`config.mk`:
```
export PLATFORM = sky130hd
export DESIGN_NAME = power_cell_bounds_1d_flat
export DESIGN_NICKNAME = d
export VERILOG_FILES = /design/src/rtl/pcb_pkg.sv /design/src/rtl/pcb_ifs.sv /design/src/rtl/pcb_divider.sv /design/src/rtl/pcb_isqrt.sv /design/src/rtl/power_cell_bounds_1d.sv /design/src/flat_wrapper.sv
export SDC_FILE = /design/constraint.sdc
export NUM_CORES = 2
export LEC_CHECK = 0
export BUFFER_PORTS_ARGS = -buffer_cell sky130_fd_sc_hd__buf_2
export CORE_MARGIN = 4
export CORE_UTILIZATION = 50
export CTS_CLUSTER_SIZE = 20
export DETAILED_ROUTE_END_ITERATION = 16
export HOLD_SLACK_MARGIN = 0.1
export PLACE_DENSITY = 0.66
export SYNTH_ARGS = -nofsm -noshare
export SYNTH_HDL_FRONTEND = slang
export SYNTH_SLANG_ARGS = --single-unit
```
`constraint.sdc`:
```
create_clock -name clock -period 20.7 [get_ports clock]
set_input_delay 3.105 -clock clock [delete_from_list [all_inputs] [get_ports clock]]
set_output_delay 3.105 -clock clock [all_outputs]
set_load 0.1 [all_outputs]
```
`src/rtl/pcb_pkg.sv`:
```
// Shared types, widths and constants for the power-cell bounds block.
// Used by the channel interfaces, the serial arithmetic units and the top level.
// Depends on nothing else.
package pcb_pkg;

   localparam int MAX_CELLS = 65536;

   localparam int POS_W = 32;
   localparam int FRAC_W = 16;
   localparam int INDEX_W = 16;
   localparam int KIND_W = 2;

   // Differences and sums of two positions or weights.
   localparam int GAP_W = POS_W + 1;
   // Unsigned quotient of (|dw| << 16) / gap, one bit per divider step.
   localparam int QUO_W = POS_W + FRAC_W;
   localparam int Q_W = QUO_W + 1;
   localparam int T_W = Q_W + 1;
   localparam int BALL_W = POS_W + 1;

   // floor(sqrt(w << 16)) for w below 2^31 needs 24 bits; two radicand bits per step.
   localparam int RADIUS_W = (POS_W - 1 + FRAC_W + 1) / 2;
   localparam int SQ_IN_W = 2 * RADIUS_W;
   localparam int SQ_REM_W = RADIUS_W + 2;

   localparam int DIV_STEPS = QUO_W;
   localparam int SQRT_STEPS = RADIUS_W;
   localparam int DIV_CNT_W = $clog2(DIV_STEPS + 1);
   localparam int SQRT_CNT_W = $clog2(SQRT_STEPS + 1);

   localparam logic [INDEX_W-1:0] CELL_TOP =
      INDEX_W'(((MAX_CELLS - 1) > 65535) ? 65535 : (MAX_CELLS - 1));

   localparam logic signed [POS_W-1:0] Q_MIN_CODE = {1'b1, {(POS_W-1){1'b0}}};
   localparam logic signed [POS_W-1:0] Q_MAX_CODE = {1'b0, {(POS_W-1){1'b1}}};

   typedef enum logic [KIND_W-1:0] {
      KIND_INF  = 2'd0,
      KIND_CELL = 2'd1,
      KIND_BALL = 2'd2
   } kind_type;

   typedef struct packed {
      logic [INDEX_W-1:0]      cell_index;
      logic signed [POS_W-1:0] left_bound;
      logic signed [POS_W-1:0] right_bound;
      kind_type                left_kind;
      kind_type                right_kind;
      logic                    last_cell;
      logic                    order_fault;
   } result_type;

   typedef struct packed {
      logic signed [POS_W-1:0] value;
      kind_type                kind;
   } bound_type;

endpackage

```
`src/rtl/pcb_ifs.sv`:
```
// Valid/ready channel interfaces for seed items in and cell items out.
// Field widths come from pcb_pkg.
interface pcb_req_if;
   logic                             valid;
   logic                             ready;
   logic signed [pcb_pkg::POS_W-1:0] seed_pos;
   logic signed [pcb_pkg::POS_W-1:0] seed_weight;
   logic                             last_seed;

   modport source (output valid, output seed_pos, output seed_weight,
                   output last_seed, input ready);
   modport sink (input valid, input seed_pos, input seed_weight,
                 input last_seed, output ready);
endinterface

interface pcb_rsp_if;
   logic                               valid;
   logic                               ready;
   logic [pcb_pkg::INDEX_W-1:0]        cell_index;
   logic signed [pcb_pkg::POS_W-1:0]   left_bound;
   logic signed [pcb_pkg::POS_W-1:0]   right_bound;
   logic [pcb_pkg::KIND_W-1:0]         left_kind;
   logic [pcb_pkg::KIND_W-1:0]         right_kind;
   logic                               last_cell;
   logic                               order_fault;

   modport source (output valid, output cell_index, output left_bound,
                   output right_bound, output left_kind, output right_kind,
                   output last_cell, output order_fault, input ready);
   modport sink (input valid, input cell_index, input left_bound,
                 input right_bound, input left_kind, input right_kind,
                 input last_cell, input order_fault, output ready);
endinterface

```
`src/rtl/pcb_divider.sv`:
```
// Bit-serial restoring divider: (dividend << FRAC_W) / divisor, one quotient bit per cycle.
// Widths and step count come from pcb_pkg.
module pcb_divider (
   input  logic                        clock,
   input  logic                        reset,
   input  logic                        start,
   input  logic [pcb_pkg::POS_W-1:0]   dividend,
   input  logic [pcb_pkg::POS_W-1:0]   divisor,
   output logic                        busy,
   output logic [pcb_pkg::QUO_W-1:0]   quotient
);

   logic [pcb_pkg::DIV_CNT_W-1:0] cnt_ff, cnt_in;
   logic [pcb_pkg::QUO_W-1:0]     num_ff, num_in;
   logic [pcb_pkg::POS_W-1:0]     rem_ff, rem_in;
   logic [pcb_pkg::POS_W-1:0]     den_ff, den_in;
   logic [pcb_pkg::POS_W:0]       shifted;
   logic [pcb_pkg::POS_W:0]       diff;

   // The numerator shifts out at the top while quotient bits shift in at the bottom.
   always_comb begin
      shifted = {rem_ff, num_ff[pcb_pkg::QUO_W-1]};
      diff = shifted - {1'b0, den_ff};
      cnt_in = cnt_ff;
      num_in = num_ff;
      rem_in = rem_ff;
      den_in = den_ff;
      if (start) begin
         cnt_in = pcb_pkg::DIV_CNT_W'(pcb_pkg::DIV_STEPS);
         num_in = {dividend, {pcb_pkg::FRAC_W{1'b0}}};
         rem_in = '0;
         den_in = divisor;
      end else if (cnt_ff != '0) begin
         cnt_in = cnt_ff - pcb_pkg::DIV_CNT_W'(1);
         if (shifted >= {1'b0, den_ff}) begin
            rem_in = diff[pcb_pkg::POS_W-1:0];
            num_in = {num_ff[pcb_pkg::QUO_W-2:0], 1'b1};
         end else begin
            rem_in = shifted[pcb_pkg::POS_W-1:0];
            num_in = {num_ff[pcb_pkg::QUO_W-2:0], 1'b0};
         end
      end
   end

   always_ff @(posedge clock) begin
      if (reset) begin
         cnt_ff <= '0;
      end else begin
         cnt_ff <= cnt_in;
      end
   end

   always_ff @(posedge clock) begin
      num_ff <= num_in;
      rem_ff <= rem_in;
      den_ff <= den_in;
   end

   assign busy = (cnt_ff != '0);
   assign quotient = num_ff;

endmodule

```
`src/rtl/pcb_isqrt.sv`:
```
// Bit-serial integer square root of max(0, weight) << FRAC_W, one root bit per cycle.
// Widths and step count come from pcb_pkg.
module pcb_isqrt (
   input  logic                             clock,
   input  logic                             reset,
   input  logic                             start,
   input  logic signed [pcb_pkg::POS_W-1:0] weight,
   output logic                             busy,
   output logic [pcb_pkg::RADIUS_W-1:0]     root
);

   logic [pcb_pkg::SQRT_CNT_W-1:0] cnt_ff, cnt_in;
   logic [pcb_pkg::SQ_IN_W-1:0]    rad_ff, rad_in;
   logic [pcb_pkg::SQ_REM_W-1:0]   rem_ff, rem_in;
   logic [pcb_pkg::RADIUS_W-1:0]   root_ff, root_in;
   logic [pcb_pkg::SQ_REM_W+1:0]   shifted;
   logic [pcb_pkg::SQ_REM_W+1:0]   trial;
   logic [pcb_pkg::SQ_REM_W+1:0]   diff;

   always_comb begin
      shifted = {rem_ff, rad_ff[pcb_pkg::SQ_IN_W-1 -: 2]};
      trial = {2'b00, root_ff, 2'b01};
      diff = shifted - trial;
      cnt_in = cnt_ff;
      rad_in = rad_ff;
      rem_in = rem_ff;
      root_in = root_ff;
      if (start) begin
         cnt_in = pcb_pkg::SQRT_CNT_W'(pcb_pkg::SQRT_STEPS);
         // A negative weight has no ball radius beyond zero.
         if (weight[pcb_pkg::POS_W-1]) begin
            rad_in = '0;
         end else begin
            rad_in = {1'b0, weight[pcb_pkg::POS_W-2:0], {pcb_pkg::FRAC_W{1'b0}}};
         end
         rem_in = '0;
         root_in = '0;
      end else if (cnt_ff != '0) begin
         cnt_in = cnt_ff - pcb_pkg::SQRT_CNT_W'(1);
         rad_in = {rad_ff[pcb_pkg::SQ_IN_W-3:0], 2'b00};
         if (shifted >= trial) begin
            rem_in = diff[pcb_pkg::SQ_REM_W-1:0];
            root_in = {root_ff[pcb_pkg::RADIUS_W-2:0], 1'b1};
         end else begin
            rem_in = shifted[pcb_pkg::SQ_REM_W-1:0];
            root_in = {root_ff[pcb_pkg::RADIUS_W-2:0], 1'b0};
         end
      end
   end

   always_ff @(posedge clock) begin
      if (reset) begin
         cnt_ff <= '0;
      end else begin
         cnt_ff <= cnt_in;
      end
   end

   always_ff @(posedge clock) begin
      rad_ff <= rad_in;
      rem_ff <= rem_in;
      root_ff <= root_in;
   end

   assign busy = (cnt_ff != '0);
   assign root = root_ff;

endmodule

```
`src/rtl/power_cell_bounds_1d.sv`:
```
// One-dimensional power-diagram cells from a sorted stream of weighted seeds.
// Depends on pcb_pkg, the channel interfaces, pcb_divider and pcb_isqrt.
//
// Seeds come in ascending position order; each accepted item emits the cell of the
// previously held seed (if any) and, when last_seed is set, also the cell of the new
// seed, so an item gives zero, one or two cell items. One item is worked on at a
// time. An item that closes a cell waits on the 48-step bit-serial divider that
// forms the boundary; the 24-step serial square root for the ball radius runs
// alongside it. An item that only opens a set waits on the square root alone. A
// finished cell waits in the output register, and the next item is taken while it
// waits. The ball-cut enable is written through csr_wr_en and csr_wr_data; the user
// must write it only while the block is idle, which the block does not enforce.
module power_cell_bounds_1d (
   input  logic            clock,
   input  logic            reset,
   pcb_req_if.sink         req_ch,
   pcb_rsp_if.source       rsp_ch,
   input  logic            csr_wr_en,
   input  logic            csr_wr_data
);

   typedef enum logic [9:0] {
      S_IDLE     = 10'b00_0000_0001,
      S_DIFF     = 10'b00_0000_0010,
      S_DIVSTART = 10'b00_0000_0100,
      S_DIV      = 10'b00_0000_1000,
      S_SUM      = 10'b00_0001_0000,
      S_HALF     = 10'b00_0010_0000,
      S_EMIT1    = 10'b00_0100_0000,
      S_SQWAIT   = 10'b00_1000_0000,
      S_BALL     = 10'b01_0000_0000,
      S_EMIT2    = 10'b10_0000_0000
   } state_type;

   localparam logic signed [pcb_pkg::T_W-1:0] T_MAX = pcb_pkg::T_W'(pcb_pkg::Q_MAX_CODE);
   localparam logic signed [pcb_pkg::T_W-1:0] T_MIN = pcb_pkg::T_W'(pcb_pkg::Q_MIN_CODE);

   state_type state_ff, state_in;
   logic enable_ff, enable_in;
   logic have_prev_ff, have_prev_in;
   logic [pcb_pkg::INDEX_W-1:0] counter_ff, counter_in;
   logic signed [pcb_pkg::POS_W-1:0] open_left_ff, open_left_in;
   pcb_pkg::kind_type open_kind_ff, open_kind_in;
   logic rsp_valid_ff, rsp_valid_in;

   logic signed [pcb_pkg::POS_W-1:0] cur_pos_ff, cur_pos_in;
   logic signed [pcb_pkg::POS_W-1:0] cur_w_ff, cur_w_in;
   logic cur_last_ff, cur_last_in;
   logic signed [pcb_pkg::POS_W-1:0] prev_pos_ff, prev_pos_in;
   logic signed [pcb_pkg::POS_W-1:0] prev_w_ff, prev_w_in;
   logic signed [pcb_pkg::GAP_W-1:0] gap_ff, gap_in;
   logic signed [pcb_pkg::GAP_W-1:0] dw_ff, dw_in;
   logic signed [pcb_pkg::GAP_W-1:0] psum_ff, psum_in;
   logic signed [pcb_pkg::Q_W-1:0] q_ff, q_in;
   logic signed [pcb_pkg::T_W-1:0] t_ff, t_in;
   logic signed [pcb_pkg::POS_W-1:0] x1_ff, x1_in;
   logic fault_ff, fault_in;
   logic signed [pcb_pkg::BALL_W-1:0] seed_bl_ff, seed_bl_in;
   logic signed [pcb_pkg::BALL_W-1:0] seed_br_ff, seed_br_in;
   pcb_pkg::result_type res_ff, res_in;

   logic accept;
   logic out_free;
   logic div_start;
   logic div_busy;
   logic [pcb_pkg::QUO_W-1:0] div_quo;
   logic [pcb_pkg::GAP_W-1:0] abs_dw;
   logic sq_busy;
   logic [pcb_pkg::RADIUS_W-1:0] sq_root;
   logic signed [pcb_pkg::Q_W-1:0] q_mag;
   logic signed [pcb_pkg::T_W-1:0] half_floor;
   logic signed [pcb_pkg::T_W-1:0] half_trunc;
   logic signed [pcb_pkg::BALL_W-1:0] radius_s;
   pcb_pkg::bound_type left_b;
   pcb_pkg::bound_type right_b;

   // Under ball cut a bound outside [pos - r, pos + r] moves onto the ball edge;
   // the infinite codes are compared as plain numbers.
   function automatic pcb_pkg::bound_type clamp_bound(
      input logic signed [pcb_pkg::POS_W-1:0]  x,
      input pcb_pkg::kind_type                 k,
      input logic signed [pcb_pkg::BALL_W-1:0] bl,
      input logic signed [pcb_pkg::BALL_W-1:0] br,
      input logic                              en
   );
      pcb_pkg::bound_type b;
      logic signed [pcb_pkg::BALL_W-1:0] xe;
      xe = pcb_pkg::BALL_W'(x);
      b.value = x;
      b.kind = k;
      if (en && (xe < bl)) begin
         b.value = bl[pcb_pkg::POS_W-1:0];
         b.kind = pcb_pkg::KIND_BALL;
      end else if (en && (xe > br)) begin
         b.value = br[pcb_pkg::POS_W-1:0];
         b.kind = pcb_pkg::KIND_BALL;
      end
      return b;
   endfunction

   pcb_divider u_div (
      .clock    (clock),
      .reset    (reset),
      .start    (div_start),
      .dividend (abs_dw[pcb_pkg::POS_W-1:0]),
      .divisor  (gap_ff[pcb_pkg::POS_W-1:0]),
      .busy     (div_busy),
      .quotient (div_quo)
   );

   pcb_isqrt u_sqrt (
      .clock  (clock),
      .reset  (reset),
      .start  (accept),
      .weight (req_ch.seed_weight),
      .busy   (sq_busy),
      .root   (sq_root)
   );

   assign req_ch.ready = (state_ff == S_IDLE);
   assign accept = req_ch.valid && req_ch.ready;
   assign out_free = !rsp_valid_ff || rsp_ch.ready;

   always_comb begin
      abs_dw = dw_ff[pcb_pkg::GAP_W-1] ? -dw_ff : dw_ff;
      q_mag = $signed({1'b0, div_quo});
      half_floor = t_ff >>> 1;
      // Halving rounds toward zero, so a negative odd sum moves up by one.
      half_trunc = half_floor
         + $signed({{(pcb_pkg::T_W-1){1'b0}}, t_ff[pcb_pkg::T_W-1] & t_ff[0]});
      radius_s = pcb_pkg::BALL_W'($signed({1'b0, sq_root}));
      if (state_ff == S_EMIT2) begin
         right_b = clamp_bound(pcb_pkg::Q_MAX_CODE, pcb_pkg::KIND_INF,
                               seed_bl_ff, seed_br_ff, enable_ff);
      end else begin
         right_b = clamp_bound(x1_ff, pcb_pkg::KIND_CELL,
                               seed_bl_ff, seed_br_ff, enable_ff);
      end
      left_b = clamp_bound(open_left_ff, open_kind_ff, seed_bl_ff, seed_br_ff, enable_ff);
   end

   always_comb begin
      state_in = state_ff;
      enable_in = csr_wr_en ? csr_wr_data : enable_ff;
      have_prev_in = have_prev_ff;
      counter_in = counter_ff;
      open_left_in = open_left_ff;
      open_kind_in = open_kind_ff;
      rsp_valid_in = rsp_valid_ff && !rsp_ch.ready;
      cur_pos_in = cur_pos_ff;
      cur_w_in = cur_w_ff;
      cur_last_in = cur_last_ff;
      prev_pos_in = prev_pos_ff;
      prev_w_in = prev_w_ff;
      gap_in = gap_ff;
      dw_in = dw_ff;
      psum_in = psum_ff;
      q_in = q_ff;
      t_in = t_ff;
      x1_in = x1_ff;
      fault_in = fault_ff;
      seed_bl_in = seed_bl_ff;
      seed_br_in = seed_br_ff;
      res_in = res_ff;
      div_start = 1'b0;

      case (state_ff)
         S_IDLE: begin
            if (accept) begin
               cur_pos_in = req_ch.seed_pos;
               cur_w_in = req_ch.seed_weight;
               cur_last_in = req_ch.last_seed;
               state_in = S_DIFF;
            end
         end
         S_DIFF: begin
            gap_in = pcb_pkg::GAP_W'(cur_pos_ff) - pcb_pkg::GAP_W'(prev_pos_ff);
            dw_in = pcb_pkg::GAP_W'(cur_w_ff) - pcb_pkg::GAP_W'(prev_w_ff);
            psum_in = pcb_pkg::GAP_W'(cur_pos_ff) + pcb_pkg::GAP_W'(prev_pos_ff);
            state_in = have_prev_ff ? S_DIVSTART : S_SQWAIT;
         end
         S_DIVSTART: begin
            if (!gap_ff[pcb_pkg::GAP_W-1] && (gap_ff != '0)) begin
               div_start = 1'b1;
               fault_in = 1'b0;
               state_in = S_DIV;
            end else begin
               // Seeds out of order or coincident: the quotient counts as zero.
               q_in = '0;
               fault_in = 1'b1;
               state_in = S_SUM;
            end
         end
         S_DIV: begin
            if (!div_busy) begin
               q_in = dw_ff[pcb_pkg::GAP_W-1] ? -q_mag : q_mag;
               state_in = S_SUM;
            end
         end
         S_SUM: begin
            t_in = pcb_pkg::T_W'(psum_ff) - pcb_pkg::T_W'(q_ff);
            state_in = S_HALF;
         end
         S_HALF: begin
            if (half_trunc > T_MAX) begin
               x1_in = pcb_pkg::Q_MAX_CODE;
            end else if (half_trunc < T_MIN) begin
               x1_in = pcb_pkg::Q_MIN_CODE;
            end else begin
               x1_in = half_trunc[pcb_pkg::POS_W-1:0];
            end
            state_in = S_EMIT1;
         end
         S_EMIT1: begin
            if (out_free) begin
               res_in.cell_index = counter_ff;
               res_in.left_bound = left_b.value;
               res_in.left_kind = left_b.kind;
               res_in.right_bound = right_b.value;
               res_in.right_kind = right_b.kind;
               res_in.last_cell = 1'b0;
               res_in.order_fault = fault_ff;
               rsp_valid_in = 1'b1;
               open_left_in = x1_ff;
               open_kind_in = pcb_pkg::KIND_CELL;
               if (counter_ff < pcb_pkg::CELL_TOP) begin
                  counter_in = counter_ff + pcb_pkg::INDEX_W'(1);
               end
               state_in = S_SQWAIT;
            end
         end
         S_SQWAIT: begin
            if (!sq_busy) begin
               state_in = S_BALL;
            end
         end
         S_BALL: begin
            // The held seed's ball is no longer needed, so the new seed's ball
            // takes its place here.
            seed_bl_in = pcb_pkg::BALL_W'(cur_pos_ff) - radius_s;
            seed_br_in = pcb_pkg::BALL_W'(cur_pos_ff) + radius_s;
            if (cur_last_ff) begin
               state_in = S_EMIT2;
            end else begin
               prev_pos_in = cur_pos_ff;
               prev_w_in = cur_w_ff;
               have_prev_in = 1'b1;
               state_in = S_IDLE;
            end
         end
         S_EMIT2: begin
            if (out_free) begin
               res_in.cell_index = counter_ff;
               res_in.left_bound = left_b.value;
               res_in.left_kind = left_b.kind;
               res_in.right_bound = right_b.value;
               res_in.right_kind = right_b.kind;
               res_in.last_cell = 1'b1;
               res_in.order_fault = 1'b0;
               rsp_valid_in = 1'b1;
               open_left_in = pcb_pkg::Q_MIN_CODE;
               open_kind_in = pcb_pkg::KIND_INF;
               have_prev_in = 1'b0;
               counter_in = '0;
               state_in = S_IDLE;
            end
         end
         default: begin
            state_in = S_IDLE;
         end
      endcase
   end

   always_ff @(posedge clock) begin
      if (reset) begin
         state_ff <= S_IDLE;
         enable_ff <= 1'b0;
         have_prev_ff <= 1'b0;
         counter_ff <= '0;
         open_left_ff <= pcb_pkg::Q_MIN_CODE;
         open_kind_ff <= pcb_pkg::KIND_INF;
         rsp_valid_ff <= 1'b0;
      end else begin
         state_ff <= state_in;
         enable_ff <= enable_in;
         have_prev_ff <= have_prev_in;
         counter_ff <= counter_in;
         open_left_ff <= open_left_in;
         open_kind_ff <= open_kind_in;
         rsp_valid_ff <= rsp_valid_in;
      end
   end

   always_ff @(posedge clock) begin
      cur_pos_ff <= cur_pos_in;
      cur_w_ff <= cur_w_in;
      cur_last_ff <= cur_last_in;
      prev_pos_ff <= prev_pos_in;
      prev_w_ff <= prev_w_in;
      gap_ff <= gap_in;
      dw_ff <= dw_in;
      psum_ff <= psum_in;
      q_ff <= q_in;
      t_ff <= t_in;
      x1_ff <= x1_in;
      fault_ff <= fault_in;
      seed_bl_ff <= seed_bl_in;
      seed_br_ff <= seed_br_in;
      res_ff <= res_in;
   end

   assign rsp_ch.valid = rsp_valid_ff;
   assign rsp_ch.cell_index = res_ff.cell_index;
   assign rsp_ch.left_bound = res_ff.left_bound;
   assign rsp_ch.right_bound = res_ff.right_bound;
   assign rsp_ch.left_kind = res_ff.left_kind;
   assign rsp_ch.right_kind = res_ff.right_kind;
   assign rsp_ch.last_cell = res_ff.last_cell;
   assign rsp_ch.order_fault = res_ff.order_fault;

endmodule
```
`src/flat_wrapper.sv`:
```
// flat-port wrapper written by rule: the top's interface ports become plain ports
module power_cell_bounds_1d_flat 
  (clock, reset, csr_wr_en, csr_wr_data, req_ch_valid, req_ch_seed_pos, req_ch_seed_weight, req_ch_last_seed, req_ch_ready, rsp_ch_valid, rsp_ch_cell_index, rsp_ch_left_bound, rsp_ch_right_bound, rsp_ch_left_kind, rsp_ch_right_kind, rsp_ch_last_cell, rsp_ch_order_fault, rsp_ch_ready);
  pcb_req_if req_ch_i ();
  pcb_rsp_if rsp_ch_i ();
  input  logic clock;
  input  logic reset;
  input  logic csr_wr_en;
  input  logic csr_wr_data;
  input wire logic [$bits(req_ch_i.valid)-1:0] req_ch_valid;
  input wire logic [$bits(req_ch_i.seed_pos)-1:0] req_ch_seed_pos;
  input wire logic [$bits(req_ch_i.seed_weight)-1:0] req_ch_seed_weight;
  input wire logic [$bits(req_ch_i.last_seed)-1:0] req_ch_last_seed;
  output wire logic [$bits(req_ch_i.ready)-1:0] req_ch_ready;
  output wire logic [$bits(rsp_ch_i.valid)-1:0] rsp_ch_valid;
  output wire logic [$bits(rsp_ch_i.cell_index)-1:0] rsp_ch_cell_index;
  output wire logic [$bits(rsp_ch_i.left_bound)-1:0] rsp_ch_left_bound;
  output wire logic [$bits(rsp_ch_i.right_bound)-1:0] rsp_ch_right_bound;
  output wire logic [$bits(rsp_ch_i.left_kind)-1:0] rsp_ch_left_kind;
  output wire logic [$bits(rsp_ch_i.right_kind)-1:0] rsp_ch_right_kind;
  output wire logic [$bits(rsp_ch_i.last_cell)-1:0] rsp_ch_last_cell;
  output wire logic [$bits(rsp_ch_i.order_fault)-1:0] rsp_ch_order_fault;
  input wire logic [$bits(rsp_ch_i.ready)-1:0] rsp_ch_ready;
  assign req_ch_i.valid = req_ch_valid;
  assign req_ch_i.seed_pos = req_ch_seed_pos;
  assign req_ch_i.seed_weight = req_ch_seed_weight;
  assign req_ch_i.last_seed = req_ch_last_seed;
  assign req_ch_ready = req_ch_i.ready;
  assign rsp_ch_valid = rsp_ch_i.valid;
  assign rsp_ch_cell_index = rsp_ch_i.cell_index;
  assign rsp_ch_left_bound = rsp_ch_i.left_bound;
  assign rsp_ch_right_bound = rsp_ch_i.right_bound;
  assign rsp_ch_left_kind = rsp_ch_i.left_kind;
  assign rsp_ch_right_kind = rsp_ch_i.right_kind;
  assign rsp_ch_last_cell = rsp_ch_i.last_cell;
  assign rsp_ch_order_fault = rsp_ch_i.order_fault;
  assign rsp_ch_i.ready = rsp_ch_ready;
  power_cell_bounds_1d u_core (.clock(clock), .reset(reset), .req_ch(req_ch_i), .rsp_ch(rsp_ch_i), .csr_wr_en(csr_wr_en), .csr_wr_data(csr_wr_data));
endmodule
```
* After elaboration in Yosys (flattened, before gate mapping)
Cells that the tools add are included.
** Operators by class
- Equal/unequal tests :: 18
- Add/sub/neg operators :: 14
- Bitwise logic cells :: 2
- Multiplexer cells :: 56
- $lt $le $gt $ge :: 11
- Reduce and logical (&&, ||, !) cells :: 31
** Operators with widths (number)
- 2-to-1 mux 34 bit :: 7
- 2-to-1 mux 48 bit :: 4
- 2-to-1 mux 86 bit :: 2
- case mux 86 bit (2 select lines) :: 1
- 2-to-1 mux 32 bit :: 5
- 2-to-1 mux 49 bit :: 3
- case mux 10 bit (10 select lines) :: 1
- case mux 49 bit (2 select lines) :: 1
- > comparator 32 x 33 -> 1 bit :: 2
- less-than comparator 32 x 33 -> 1 bit :: 2
- subtractor 32 x 32 -> 33 bit :: 2
- case mux 32 bit (2 select lines) :: 1
- 2-to-1 mux 10 bit :: 6
- adder 49 x 2 -> 50 bit :: 1
- > comparator 50 x 32 -> 1 bit, second input constant :: 1
- less-than comparator 50 x 32 -> 1 bit, second input constant :: 1
- subtractor 33 x 49 -> 50 bit :: 1
- negator 48 -> 49 bit :: 1
- 2-to-1 mux 16 bit :: 3
- 2-to-1 mux 47 bit :: 1
- adder 32 x 25 -> 33 bit :: 1
- adder 32 x 32 -> 33 bit :: 1
- >= comparator 33 x 32 -> 1 bit :: 1
- > comparator 32 x 33 -> 1 bit, first input constant :: 1
- 45 further kinds :: 82
** Word-level totals
- Register bits :: 796
- Input port bits :: 71
- Logic and storage cells :: 171
- Output and inout port bits :: 88

* Logic depth before layout (Yosys ltp)
- Word-level depth :: 7
- Gate-level depth with buffers :: 14
- Gate-level depth less buffers :: 13

* By module
From an unflattened synthesis, not the netlist that was laid out.
** Second synthesis, totals
- Cells, all modules :: 4745
- Area total of the unflattened synthesis :: 47071.4 um^2
** Modules (own cells, without submodules)
- power_cell_bounds_1d :: cells each 3473, area each 35785.6 um^2, seq. area each 16555.9 um^2, instances 1
- pcb_divider :: cells each 711, area each 6378.6 um^2, seq. area each 3002.9 um^2, instances 1
- pcb_isqrt :: cells each 561, area each 4907.2 um^2, seq. area each 2062.0 um^2, instances 1

* Worst setup path before layout
Ideal clock, no wire load.
- Path type :: reg-to-reg
- From :: register u_core.state_ff[0]
- To :: register u_core.t_ff[0] in the netlist's numbering, enable pin
- Buffers on the path :: 0
- Setup time :: 0.601 ns
- Data required time :: 20.099 ns
- Data arrival time :: 6.156 ns
- Cell stages (with the launch flop) :: 3
- Clock period less this slack :: 6.757 ns
- Setup slack :: 13.943 ns
- Cell sequence :: dfxtp_1 -> or4_1 -> nor4b_1
** Between the ends
- Longest elaborated chain between the ends :: 1
** Ends and longest elaborated chain
- from (decl) :: RTL line power_cell_bounds_1d.sv:38 : state_type state_ff, state_in;
- from (signal assigned) :: RTL line power_cell_bounds_1d.sv:284 : state_ff <= state_in;
- equality test 10 x 5 -> 1 bit :: RTL line power_cell_bounds_1d.sv:167 : case (state_ff)
- to (signal assigned) :: RTL line power_cell_bounds_1d.sv:304 : t_ff <= t_in;
- to (decl) :: RTL line power_cell_bounds_1d.sv:55 : logic signed [pcb_pkg::T_W-1:0] t_ff, t_in;
Every way passes these cells.
A chain may end at the register's enable or synchronous reset.

* Worst setup path in the final report
- From :: register u_core.state_ff[6]
- To :: output port req_ch_ready
** Between the ends
- Longest elaborated chain between the ends :: 1
** Ends and longest elaborated chain
- equality test 10 x 1 -> 1 bit :: RTL line power_cell_bounds_1d.sv:120 : assign req_ch.ready = (state_ff == S_IDLE);
- to (decl) :: RTL line flat_wrapper.sv:14 : output wire logic [$bits(req_ch_i.ready)-1:0] req_ch_ready;
Every way passes these cells.

==> results.py <==
metrics = {
    "global_routing": {
        "grt_pass1_wl_um": 189100,
        "via_count_of_the_first_global_routing_pass": 33171,
        "grt_usage_pct": 24.24,
        "grt_max_degree": 86,
        "grt.overflow.total": 0,
        "initial_antenna_violation_count": 0,
    },
    "synthesis": {
        "synth_area_leader_cell": "edfxtp_1",
        "primary_flip_flop_cell_chosen_by_synthesis_mapping": "edfxtp_1",
        "area_contributors_post_synth": "edfxtp_1 (39%), ha_1 (10%), dfxtp_1 (7.3%), a21oi_1 (4.9%), xnor2_1 (3.6%)",
        "synthesis.nets": 5172,
        "yosysUniqueCellTypes": 87,
        "number_of_enable_flip_flop_cells_after_synthesis": 606,
        "syn_area_cell_um2": 9.932,
        "yosysSeqAreaShare_pct": 46.28,
        "yosys_register_bits": 777,
        "post_synth_instance_area_um2": 46720,
        "synth_cells": 4704,
        "share_of_synthesized_registers_carrying_an_async_set_or_reset_pct": 0,
        "synth_warnings": 0,
        "share_of_the_synthesized_area_in_the_top_cell_type_pct": 38.95,
    },
    "cts": {
        "ctsHtreeMaxLevel": 3,
        "cts_max_path_buffers": 3,
        "cts_sinks": 777,
        "cts-resized-gates": 0,
        "insertion_delay_ns": 0.68,
        "clkSlewWorstSetupHoldPaths_ns": 0.06,
        "cts.repair_timing.setup_buffer_count": 0,
        "tritoncts_clock_tree": "yes",
        "cts_buffers": 85,
        "cts_hold_buf": 0,
        "cts.root.buffer_cell": "clkbuf_16",
    },
    "timing": {
        "report.final.hold_viol_count": 0,
        "worst_slew_pin_slew_ns": 1.295,
        "finalSetupViolations": 0,
        "slew_headroom_pct": 13.27,
        "finalWorstSetupSlack_ns": 14.74,
        "final_max_slew_viols": 0,
        "timing.final.crit_share_pct": 28.80,
        "setup-tns-final_ns": 0,
        "finClkSkew_ns": 0.03574,
        "grt_setup_unrepaired": "no",
        "achievable-frequency_mhz": 167.8,
        "final_period_minus_worst_setup_slack_ns": 5.961,
    },
    "floorplan": {
        "initial_utilization_pct": 50.66,
        "floorplan.io_pins": 159,
        "core.rowCount": 111,
        "core_area_um2": 92220,
        "height_of_the_chip_um": 313.7,
        "die_boundary_width_um": 313.7,
        "design.die.area_um2": 98400,
    },
    "layout": {
        "final_common_cell": "edfxtp_1",
        "fillers": 8217,
        "syn2layout_area_growth_pct": 10.57,
        "drive_above_1_share_pct": 8.774,
        "antenna_cells_inserted": 0,
        "finalNetCount": 5273,
        "layout.cells.most_common_list": "edfxtp_1 (606), a21oi_1 (461), ha_1 (390)",
        "final_cells": 6121,
    },
    "pwr": {
        "design_power_total_mw": 5.359,
        "power.density_cell_area_nw_per_um2": 103.7,
        "power.static_leakage_nw": 20.52,
        "peak_ir_drop_on_the_vdd_network_mv": 0.1281,
    },
    "worst_setup_path": {
        "worstSetupEndpointType": "primary output",
        "worst_ep_arrival_time_ns": 2.86,
        "worstSetupStartpointType": "flop",
        "sequence_of_cells_on_the_critical_path": "nor2_1 > nand2_1 > nor3_1 > nand4b_1 > inv_1 > buf_2",
        "critical_path_required_ns": 17.59,
        "critPathKind": "flop to primary output",
        "timing.critical_path.slowest_cell_delay_ns": 0.52,
        "path_max_fanout": 7,
        "worst_path_max_delay_cell": "buf_2",
    },
    "drt": {
        "routedWlPerCell_um": 19.86,
        "wl_met1_um": 56480,
        "drt_drc_violations_left": 0,
        "routed_wl_um": 121600,
        "met3_length_um": 7525,
        "firstDrtPassIters": 6,
        "routed-wl-met2_um": 54490,
        "drt.antenna.violating_nets": 0,
        "vias_per_cell": 5.762,
        "vias": 35271,
        "dr.first_iter.drc_count": 3131,
        "topRoutingLayerUsed": "met4",
    },
    "placement": {
        "gpl.final_weighted_congestion": 0.9205,
        "dp.cells": 5961,
        "placement.io_buffers": 158,
        "dpl.hpwl_um": 91480,
        "post-place-ws_ns": 15.15,
    },
    "status": {
        "outcome": "finished, final reports clean",
    },
    "run": {
        "max_cap_viol_count": 0,
    },
    "worst_hold_path": {
        "hp-class": "flop to flop",
    },
}
==> routing by layer <==
layer	global-route usage (%)	up-vias
met5	0	-
met4	6.744	0
met3	3.098	185
met2	38.45	1070
met1	35.10	16726
li1	-	17290
==> worst paths after layout <==
check | startpoint | end | slack (ns) | cells past startpoint
hold / removal | u_core.cur_w_ff[12] | u_core.prev_w_ff[12] | 0.45 | 0
hold reg to reg | u_core.cur_w_ff[12] | u_core.prev_w_ff[12] | 0.45 | 0
setup reg to reg | u_core.t_ff[49] | u_core.x1_ff[21] | 16.06 | 14
setup / recovery | u_core.state_ff[6] | req_ch_ready | 14.74 | 6
==> state kept, by name, summed over array words and instances, names as in the netlist, 33 cells and up <==
register	count
u_core.dw_ff	33
u_core.psum_ff	33
u_core.q_ff	49
u_core.seed_br_ff	33
u_core.t_ff	50
u_core.u_div.quotient	48
==> critical path, delay by kind of cell (launching register included) <==
family | cells | cell delay [ns]
DFF | 1 | 0.36
buffers and inverters | 2 | 0.79
and+or+nand+nor | 4 | 1.03
==> logic make-up (layout without fill, tap and decap cells) <==
kind of cell | count (synthesis) | in the layout | synth area share (%)
and+or+nand+nor | 1370 | 1370 | 14.47
AOI/OAI and AO/OA | 1180 | 1180 | 15.89
DFF | 777 | 777 | 46.28
buffers and inverters | 557 | 731 | 4.491
adders and majority gates | 397 | 397 | 10.74
xor gates and xnor gates | 350 | 350 | 6.561
muxes | 73 | 73 | 1.572
==> power breakdown <==
part,internal [mW],switching (mW),leakage (nW)
clock network,0.933,0.655,1.43
registers,1.93,0.175,7.16
logic,0.673,0.993,11.9
==> synthesized netlist by cell type (22+ instances only) <==
cell / instances
o21ai_0: 228
or3_1: 28
nor2b_1: 41
a31oi_1: 26
nand3_1: 150
xor2_1: 156
xnor2_1: 194
nor2_1: 335
mux2i_1: 70
nand2b_1: 76
a211oi_1: 31
o21bai_1: 39
ha_1: 390
o31ai_1: 38
a21o_1: 123
nor3_1: 73
nand2_1: 371
clkbuf_1: 160
inv_1: 377
edfxtp_1: 606
nand4_1: 75
nand3b_1: 36
o21a_1: 39
or4_1: 27
or2_2: 22
nor4_1: 48
a21oi_1: 462
o221a_2: 30
dfxtp_1: 171
==> per-stage QoR <==
| step | util, % | hold WS [ns] | instance area (µm²) |
|---|---|---|---|
| 2_1_floorplan | - | 0.4264 | 46720 |
| 3_3_place_gp | 52.83 | 0.4338 | 48720 |
| 3_5_place_dp | 52.83 | 0.4402 | 48720 |
| 4_1_cts | 56.02 | 0.4464 | 51660 |
| 5_1_grt | 56.02 | 0.4694 | 51660 |
| 6_report | 56.02 | 0.4525 | 51660 |
==> area by class of cell <==
type | count | area, µm² | area share, %
clock inverters | 60 | 706.9 | 1.368
flip-flops and latches | 777 | 21620 | 41.85
repair buffers | 193 | 1054 | 2.039
well taps | 1243 | 1555 | 3.011
clock buffers | 100 | 2233 | 4.323
multi-input cells | 3370 | 23060 | 44.65
inverters | 378 | 1424 | 2.756
No activity file was read; power rests on OpenSTA's default activity.
